## config.mk

```make
export PLATFORM = sky130hd
export DESIGN_NAME = life_generation_stencil_unit
export DESIGN_NICKNAME = d
export VERILOG_FILES = /design/src/lgs_pkg.sv /design/src/lgs_window_cell.sv /design/src/lgs_line_store.sv /design/src/life_generation_stencil_unit.sv
export SDC_FILE = /design/constraint.sdc
export NUM_CORES = 2
export LEC_CHECK = 0
export BUFFER_PORTS_ARGS = -buffer_cell sky130_fd_sc_hd__buf_4
export CAP_MARGIN = 40
export CORE_UTILIZATION = 50
export CTS_CLUSTER_DIAMETER = 200
export DETAILED_ROUTE_END_ITERATION = 12
export PLACE_DENSITY = 0.69
export SETUP_SLACK_MARGIN = 0.1
export SYNTH_ARGS = -nofsm -noshare
export SYNTH_HDL_FRONTEND = slang
export SYNTH_HIERARCHICAL = 1
export SYNTH_SLANG_ARGS = --single-unit
```

## constraint.sdc

```tcl
create_clock -name clock -period 25.2 [get_ports clock]
set_clock_uncertainty 0.05 [all_clocks]
set_input_delay 3.78 -clock clock [delete_from_list [all_inputs] [get_ports clock]]
set_output_delay 3.78 -clock clock [all_outputs]
set_load 0.01 [all_outputs]
```

## src/lgs_pkg.sv

```systemverilog
package lgs_pkg;

   localparam int MAX_COLS = 1024;
   localparam int MAX_ROWS = 1024;
   localparam int COL_W = $clog2(MAX_COLS);
   localparam int ROW_W = $clog2(MAX_ROWS);
   // Size registers and the stream's row counter: wide enough to hold the maximum itself.
   localparam int CNT_W = 11;
   // Column cells kept between requests. The window's left column is the previous centre and
   // its right column comes straight from the request; both are dead at the row borders.
   localparam int WIN_COLS = 2;

   typedef struct packed {
      logic shift;
      logic clear;
      logic drop;
   } cell_ctrl_type;

   typedef struct packed {
      logic             wr_en;
      logic [COL_W-1:0] wr_addr;
      logic [1:0]       wr_data;
      logic [COL_W-1:0] rd_addr;
   } ls_req_type;

   // Each window column holds the cells top (bit 0), middle (bit 1) and bottom (bit 2).
   function automatic logic life_next(input logic [2:0] left, input logic [2:0] centre,
                                      input logic [2:0] right);
      logic [7:0] nbr;
      logic [3:0] n;
      nbr = {left, right, centre[0], centre[2]};
      n = 4'd0;
      for (int i = 0; i < 8; i++) begin
         n = n + {3'd0, nbr[i]};
      end
      if (centre[1]) begin
         life_next = (n == 4'd2) || (n == 4'd3);
      end else begin
         life_next = (n == 4'd3);
      end
   endfunction

endpackage

```

## src/lgs_window_cell.sv

```systemverilog
module lgs_window_cell (
   input  logic                  clock,
   input  logic                  reset,
   input  lgs_pkg::cell_ctrl_type ctrl,
   input  logic [2:0]            col_in,
   output logic [2:0]            col_out
);

   logic [2:0] col_ff;
   logic [2:0] col_in_next;

   always_comb begin
      col_in_next = col_ff;
      if (ctrl.clear) begin
         col_in_next = 3'd0;
      end else if (ctrl.shift) begin
         col_in_next = ctrl.drop ? 3'd0 : col_in;
      end
   end

   always_ff @(posedge clock) begin
      if (reset) begin
         col_ff <= 3'd0;
      end else begin
         col_ff <= col_in_next;
      end
   end

   assign col_out = col_ff;

endmodule

```

## src/lgs_line_store.sv

```systemverilog
module lgs_line_store (
   input  logic                clock,
   input  lgs_pkg::ls_req_type req,
   output logic [1:0]          rd_data
);

   logic [1:0] store_ff [lgs_pkg::MAX_COLS];
   logic [1:0] rd_ff;

   always_ff @(posedge clock) begin
      if (req.wr_en) begin
         store_ff[req.wr_addr] <= req.wr_data;
      end
   end

   // A write to the address being read is passed straight through.
   always_ff @(posedge clock) begin
      if (req.wr_en && (req.wr_addr == req.rd_addr)) begin
         rd_ff <= req.wr_data;
      end else begin
         rd_ff <= store_ff[req.rd_addr];
      end
   end

   assign rd_data = rd_ff;

endmodule

```

## src/life_generation_stencil_unit.sv

```systemverilog
// Streaming Conway generation (birth on 3, survival on 2 or 3) over a bounded board.
// Requests carry one cell each in raster order (req_op low) or a flush tick (req_op high).
// The block takes one request per clock while req_stall is low. A result is registered on
// the request that completes its neighbourhood, the request col_count+1 places after the
// cell itself; after the last cell send col_count+1 flush requests.
// rsp_frame_last marks the final cell, after which the next request is cell (0,0).
// Two registers at byte addresses 0 (row_count) and 4 (col_count) size the board; a
// write restarts the stream. Sizes of 0 act as 1, sizes above 1024 act as 1024.
// The neighbourhood is the incoming column beside a chain of two column cells, fed by a
// two-bit-wide line store of one entry per column; the store is read ahead of each request,
// so its one read and one write port carry one request per clock while req_stall is low.
// Reset sets both sizes to 64 and restarts the stream; the line store is not cleared,
// as stale entries are masked at the top border.
// When rsp_stall is high a second result is held in a skid register; req_stall rises
// only while that skid register is occupied.
module life_generation_stencil_unit (
   input  logic        clock,
   input  logic        reset,
   input  logic        req_valid,
   output logic        req_stall,
   input  logic        req_op,
   input  logic        req_alive,
   output logic        rsp_valid,
   input  logic        rsp_stall,
   output logic        rsp_next_alive,
   output logic [9:0]  rsp_out_row,
   output logic [9:0]  rsp_out_col,
   output logic        rsp_frame_last,
   input  logic        psel,
   input  logic        penable,
   input  logic        pwrite,
   input  logic [2:0]  paddr,
   input  logic [31:0] pwdata,
   output logic [31:0] prdata,
   output logic        pready
);

   localparam int CW = lgs_pkg::CNT_W;
   localparam int AW = lgs_pkg::COL_W;
   localparam int NC = lgs_pkg::WIN_COLS;

   typedef struct packed {
      logic       next_alive;
      logic [9:0] row;
      logic [9:0] col;
      logic       last;
   } result_type;

   function automatic logic [CW-1:0] clamp_size(input logic [CW-1:0] size,
                                                input logic [CW-1:0] max_size);
      if (size == '0) begin
         clamp_size = CW'(1);
      end else if (size > max_size) begin
         clamp_size = max_size;
      end else begin
         clamp_size = size;
      end
   endfunction

   logic [CW-1:0] row_count_ff, row_count_in;
   logic [CW-1:0] col_count_ff, col_count_in;
   logic [CW-1:0] in_row_ff, in_row_in;
   logic [AW-1:0] in_col_ff, in_col_in;
   logic          rsp_valid_ff, rsp_valid_in;
   logic          skid_valid_ff, skid_valid_in;
   result_type    out_ff, out_in;
   result_type    skid_ff, skid_in;

   logic [CW-1:0] rows, cols;
   logic          cfg_wr, accept, out_take;
   logic          c_zero, row_ge1, row_ge2;
   logic          cell_v, top_b, mid_b;
   logic [2:0]    col3, right_col;
   logic          emit, last, restart;
   logic [CW-1:0] er, ec, col_next;
   logic          wrap;
   result_type    res;
   logic [1:0]    ls_rd;
   lgs_pkg::ls_req_type ls_req;
   lgs_pkg::cell_ctrl_type cell_ctrl [NC];
   logic [2:0]    cell_in [NC];
   logic [2:0]    col_q [NC];

   assign rows = clamp_size(row_count_ff, CW'(lgs_pkg::MAX_ROWS));
   assign cols = clamp_size(col_count_ff, CW'(lgs_pkg::MAX_COLS));

   assign pready = 1'b1;
   assign cfg_wr = psel && penable && pwrite;
   assign prdata = paddr[2] ? {{(32 - CW){1'b0}}, col_count_ff}
                            : {{(32 - CW){1'b0}}, row_count_ff};

   assign req_stall = skid_valid_ff;
   assign accept = req_valid && !skid_valid_ff;
   assign out_take = rsp_valid_ff && !rsp_stall;

   assign c_zero = (in_col_ff == '0);
   assign row_ge1 = (in_row_ff != '0);
   assign row_ge2 = (in_row_ff >= CW'(2));

   // Rows past the board carry no cell, whatever the request says.
   assign cell_v = !req_op && req_alive && (in_row_ff < rows);
   assign top_b = row_ge2 && ls_rd[1];
   assign mid_b = row_ge1 && ls_rd[0];
   assign col3 = {cell_v, mid_b, top_b};

   // At the first column the window's right side lies beyond the board edge.
   assign right_col = c_zero ? 3'd0 : col3;

   // At the first column the finished row is two rows back, so it runs one row further.
   assign emit = c_zero ? (row_ge2 && (in_row_ff <= rows + CW'(1)))
                        : (row_ge1 && (in_row_ff <= rows));
   assign er = c_zero ? (in_row_ff - CW'(2)) : (in_row_ff - CW'(1));
   assign ec = c_zero ? (cols - CW'(1)) : ({1'b0, in_col_ff} - CW'(1));
   assign last = (er == rows - CW'(1)) && (ec == cols - CW'(1));

   assign res.next_alive = lgs_pkg::life_next(col_q[0], col_q[1], right_col);
   assign res.row = er[9:0];
   assign res.col = ec[9:0];
   assign res.last = last;

   assign restart = cfg_wr || (accept && emit && last);
   assign col_next = {1'b0, in_col_ff} + CW'(1);
   assign wrap = (col_next >= cols);

   always_comb begin
      in_col_in = in_col_ff;
      in_row_in = in_row_ff;
      if (restart) begin
         in_col_in = '0;
         in_row_in = '0;
      end else if (accept) begin
         if (wrap) begin
            in_col_in = '0;
            in_row_in = in_row_ff + CW'(1);
         end else begin
            in_col_in = col_next[AW-1:0];
         end
      end
   end

   always_comb begin
      row_count_in = row_count_ff;
      col_count_in = col_count_ff;
      if (cfg_wr) begin
         if (paddr[2]) begin
            col_count_in = pwdata[CW-1:0];
         end else begin
            row_count_in = pwdata[CW-1:0];
         end
      end
   end

   assign ls_req.wr_en = accept;
   assign ls_req.wr_addr = in_col_ff;
   assign ls_req.wr_data = {mid_b, cell_v};
   assign ls_req.rd_addr = in_col_in;

   lgs_line_store u_line_store (
      .clock   (clock),
      .req     (ls_req),
      .rd_data (ls_rd)
   );

   for (genvar k = 0; k < NC; k++) begin : g_cell
      assign cell_ctrl[k].shift = accept;
      assign cell_ctrl[k].clear = restart;
      assign cell_ctrl[k].drop = (k == NC - 1) ? 1'b0 : c_zero;
      assign cell_in[k] = (k == NC - 1) ? col3 : col_q[(k + 1) % NC];

      lgs_window_cell u_cell (
         .clock   (clock),
         .reset   (reset),
         .ctrl    (cell_ctrl[k]),
         .col_in  (cell_in[k]),
         .col_out (col_q[k])
      );
   end

   always_comb begin
      rsp_valid_in = rsp_valid_ff;
      skid_valid_in = skid_valid_ff;
      out_in = out_ff;
      skid_in = skid_ff;
      if (skid_valid_ff) begin
         if (out_take) begin
            out_in = skid_ff;
            skid_valid_in = 1'b0;
         end
      end else if (accept && emit) begin
         if (!rsp_valid_ff || out_take) begin
            out_in = res;
            rsp_valid_in = 1'b1;
         end else begin
            skid_in = res;
            skid_valid_in = 1'b1;
         end
      end else if (out_take) begin
         rsp_valid_in = 1'b0;
      end
   end

   always_ff @(posedge clock) begin
      if (reset) begin
         row_count_ff <= CW'(64);
         col_count_ff <= CW'(64);
         in_row_ff <= '0;
         in_col_ff <= '0;
         rsp_valid_ff <= 1'b0;
         skid_valid_ff <= 1'b0;
      end else begin
         row_count_ff <= row_count_in;
         col_count_ff <= col_count_in;
         in_row_ff <= in_row_in;
         in_col_ff <= in_col_in;
         rsp_valid_ff <= rsp_valid_in;
         skid_valid_ff <= skid_valid_in;
      end
   end

   always_ff @(posedge clock) begin
      out_ff <= out_in;
      skid_ff <= skid_in;
   end

   assign rsp_valid = rsp_valid_ff;
   assign rsp_next_alive = out_ff.next_alive;
   assign rsp_out_row = out_ff.row;
   assign rsp_out_col = out_ff.col;
   assign rsp_frame_last = out_ff.last;

endmodule

```

* After elaboration in Yosys (flattened, before gate mapping)
Memories as Yosys holds them, arrays and structs flattened. A register that Yosys moved wholly into a read port is not among the register bits.
Index checks and enable logic that the tools add are counted.
** Storage, ports and cells
- Memory bits (writable) :: 2048
- Memories :: 1
- Output and inout port bits :: 57
- Word-level logic and storage cells :: 109
- Register bits :: 95
** Memories
- u_line_store.store_ff :: depth 1024, bits a word 2, read ports 1, clocked after Yosys merged registers in 1, write ports 1, line lgs_line_store.sv:7 : logic [1:0] store_ff [lgs_pkg::MAX_COLS];
** Operators by class
- Bitwise operators :: 3
- $add $sub $neg :: 15
- Equal/unequal tests :: 6
- Reduce and logical (&&, ||, !) cells :: 34
- Order comparisons :: 7
- Mux-type cells :: 27
** Operators with widths (count)
- $mux 22 :: 4
- $mux 11 :: 7
- $sub 11x1->11 const B :: 3
- $mux 10 :: 3
- $add 11x1->11 const B :: 2
- $eq 11x11->1 :: 2
- $gt 11x11->1 const B :: 2
- $le 11x11->1 :: 2
- $logic_not 11->1 :: 2
- $add 4x1->4 :: 4
- $logic_and 1x1->1 :: 13
- $add 10x1->11 const B :: 1
- $ge 11x11->1 :: 1
- $ge 11x2->1 const B :: 1
- $lt 11x11->1 :: 1
- $mux 1 :: 11
- $reduce_bool 11->1 :: 1
- $sub 10x1->11 const B :: 1
- $sub 11x2->11 const B :: 1
- $logic_not 10->1 :: 1
- $reduce_and 3->1 :: 3
- $eq 4x2->1 const B :: 2
- $mux 3 :: 2
- $reduce_and 2->1 :: 3
- 9 further kinds :: 19

* Longest topological paths before layout
- Depth after elaboration :: 18
- Mapped depth :: 27
- Depth with buffers taken out :: 20

* Cells and area by module
Netlist, hierarchy kept.
** By module, submodules not included
- lgs_line_store :: area each 83918.0 um2, cells each 4801, instances 1
- life_generation_stencil_unit :: area each 7214.4 um2, cells each 836, instances 1
- lgs_window_cell :: area each 122.6 um2, cells each 13, instances 2

* Worst setup path before layout
OpenSTA, ideal clock, no wires.
- Path type :: input to register
- Start :: input port req_op
- End :: memory u_line_store.store_ff[0][0] (data pin)
- Library setup time :: 2.902 ns
- Path slack :: 5.564 ns
- Path buffers :: 0
- Cell stages on the path :: 1
- Data required time :: 22.248 ns
- Data arrival time :: 16.685 ns
- Cell sequence :: and3b_1
** On the way
- Word-level cells in the longest chain between the ends :: 3
** RTL lines
- start, declared :: line life_generation_stencil_unit.sv:21 : input logic req_op,
- $logic_not 1->1 :: line life_generation_stencil_unit.sv:101 : assign cell_v = !req_op && req_alive && (in_row_ff < rows);
- $logic_and 1x1->1 (2 in series) :: line life_generation_stencil_unit.sv:101
- end, declared :: line lgs_line_store.sv:7
No other way between the ends.

==> reports/results.ini <==
[timing]
min_period_ns=10.29
finalSetupTns_ns=0
rsz0062_at_grt=no
max_freq_ghz=0.09714
hold_violations=0
fin_crit_sh=0.4085
setup_slack_ns=14.91
max_slew_margin=0.2728
finalSetupViolations=0
drv_slew=0
worstMarginPinSlew_ns=1.091

[min_path]
hp-class=flop to flop
hp-start=g_cell[0].u_cell/col_out[1]$_SDFFE_PP0P_

[critical_path]
cp-end-kind=flop
cp.arrival_ns=10.85
critical_path_required_ns=25.76
startpoint_type=flop
criticalPathCategory=flop to flop
path_max_fanout=98

[cells_and_area]
syn_to_final_growth_pct=11.30
register_area_um2=64060
diodes=0
layout-drive-gt1-share=0.1950
multi_input_area_um2=25180
nets=5754
fillers=13740
fin_cells=8206

[synth]
synth_top_family_by_area=multiplexers
synthSimpleGateAreaFrac=0.08043
synth_compound_area_frac=0.03844
ys_top_cells_by_count=edfxtp_1 (2092), nor2_1 (1087), mux4_2 (449)
synth.distinct_cells=94
yosysSeqAreaShare=0.7008
synthTopCellsByArea=edfxtp_1 (69%), mux4_2 (11%), nor2_1 (4.5%)
netlist_instances=5663
synthAdderAreaFrac=0.007449
yosys_warnings=6
synth-main-ff-cell=edfxtp_1
yosys.area.top_type=edfxtp_1
synth_mux_area_frac=0.1388
synth-edff-count=2092
ys_ff_latch=2153
synth.top_cell.area_share=0.6875
synth.cell_area_um2=91380
avgSynthCellArea_um2=16.14
async_reset_ff_frac=0
yosysMostFrequentCell=edfxtp_1
synth_xor_xnor_area_share=0.005436

[grt]
grt_antenna_before_repair=12
use_met2=0.4119
groute.usage.overall=0.2573
grt_max_degree=241
grt_pass1_vias=51720
use_met1=0.3548
grt_pass1_wl_mm=345.8
top_usage_layer=met2
grtUsageMet3=0.05086
gr-total-overflow=0

[placed_design]
place_inst=7816
place_hpwl_mm=140.8
dp_slack_ns=14.79
port_buffers=55
place_congestion=0.8587

[power_and_ir_drop]
irDropWorstVdd_mv=0.06427
leakagePower_nw=31.57
powerDensity_nw_per_um2=74.08

[run]
maxCapViolations=0

[drt]
drt_iter0_drc=6591
via_count=52360
firstDrtPassIters=6
drtAntennaViolNets=0
wl_mm=239.9
wl_per_cell_um=29.24
drc=0
vias_per_cell=6.381

[floorplanning]
coreArea_um2=181100
num_io_pins=101
die_x_um=429.5
die-height_um=429.5
start_util=0.5045
die_area_um2=184500
rows=156

[outcome]
outcome=finished, final reports clean

[cts]
ctsResizeCount=0
cts_setup_buffers=0
postCtsHoldBufs=0
h-tree-depth=4
root_buffer=clkbuf_16
cts_buffer_depth=3
cts_made_buffers=208
clkSinkCount=2153
cts_tree=built
clock_latency_ns=0.86
clkSlewWorstSetupHoldPaths_ns=0.06

final timing paths:
check | end | slack, ns | depth (start not counted)
hold / removal | g_cell[0].u_cell/col_out[1]$_SDFFE_PP0P_ | 0.43 | 2
setup reg to reg | rsp_next_alive$_DFFE_PP_ | 14.91 | 24
setup / recovery | rsp_next_alive$_DFFE_PP_ | 14.91 | 24
hold reg to reg | g_cell[0].u_cell/col_out[1]$_SDFFE_PP0P_ | 0.43 | 2
cell families after synthesis:
kind of cell	Yosys count
AND/OR/NAND/NOR	1680
AO/OA/AOI/OAI	510
other	2
buffers and inverters	511
flip-flops	2153
adder cells (fa/ha/maj)	52
XOR/XNOR	55
multiplexers	700
sequential cells by signal (all words and copies together) (netlist names), 6 cells and up, named ones only:
| register | count |
|---|---|
| u_line_store/store_ff | 2048 |
| skid_ff | 22 |
| col_count_ff | 11 |
| in_row_ff | 11 |
| row_count_ff | 11 |
| in_col_ff | 10 |
| rsp_out_col | 10 |
| rsp_out_row | 10 |
| g_cell.u_cell/col_out | 6 |
placed cells by master, fill, tap and decap left out, types with 25 or more instances in the layout:
cell type / netlist / final
clkinv_2: 0 / 47
a21oi_1: 117 / 117
nand2_1: 223 / 217
o21ai_0: 67 / 67
dfxtp_1: 61 / 56
a22oi_1: 45 / 45
mux4_2: 449 / 449
mux2_2: 36 / 36
clkbuf_16: 0 / 210
clkbuf_1: 284 / 45
conb_1: 2 / 25
nor3_1: 66 / 66
ha_1: 48 / 48
clkinv_1: 3 / 37
o221ai_1: 83 / 83
inv_1: 34 / 33
mux2i_1: 211 / 211
nand3_1: 64 / 40
nor2_1: 1087 / 1084
edfxtp_1: 2092 / 2092
buf_4: 50 / 171
xnor2_1: 32 / 32
o22ai_1: 53 / 53
power breakdown:
group	internal, mW	total, mW	switching [mW]
Clock	1.75	3.11	1.35
Sequential	3.92	3.93	0.00965
Combinational	0.219	0.493	0.274
Total	5.90	7.53	1.64
metal layers:
metal	vias up	wire length (um)
met5	-	26
met4	4	8085
met3	465	24660
met2	2911	115400
met1	27020	91760
li1	21960	-
worst max-delay path, cell delays in order (launching register included):
cell     delay (ns)
dfxtp_4        0.84
buf_4          0.54
buf_4          0.67
buf_4          0.70
buf_12         0.58
buf_4          0.69
mux4_2         0.60
mux4_2         0.50
o21ai_0        0.44
nor4_1         0.14
buf_2          0.20
o22ai_1        0.21
nand4_1        0.49
and3_1         0.37
fa_1           0.50
inv_1          0.05
fa_1           0.47
inv_1          0.05
fa_1           0.44
ha_1           0.23
fa_1           0.43
nand3_1        0.08
o21ai_0        0.08
o211a_1        0.14
mux2_2         0.26
cell type report:
class / instances / area share
clock buffers: 259 / 0.05387
clock inverters: 129 / 0.01305
inverters: 39 / 0.001476
multi-input cells: 3022 / 0.2476
flip-flops and latches: 2153 / 0.6299
well taps: 2370 / 0.02916
repair buffers: 234 / 0.02495
through the flow:
step	hold slack [ns]	total power, mW	utilization	cell area (um2)
6_report	0.4263	7.534	0.5615	101700
2_1_floorplan	0.3954	4.444	-	91460
3_5_place_dp	0.4175	4.502	0.5238	94870
4_1_cts	0.4283	7.569	0.5614	101700
3_3_place_gp	0.4101	4.489	0.5174	93710
5_1_grt	0.4562	7.731	0.5615	101700
Power figures use the tool's default switching activity.
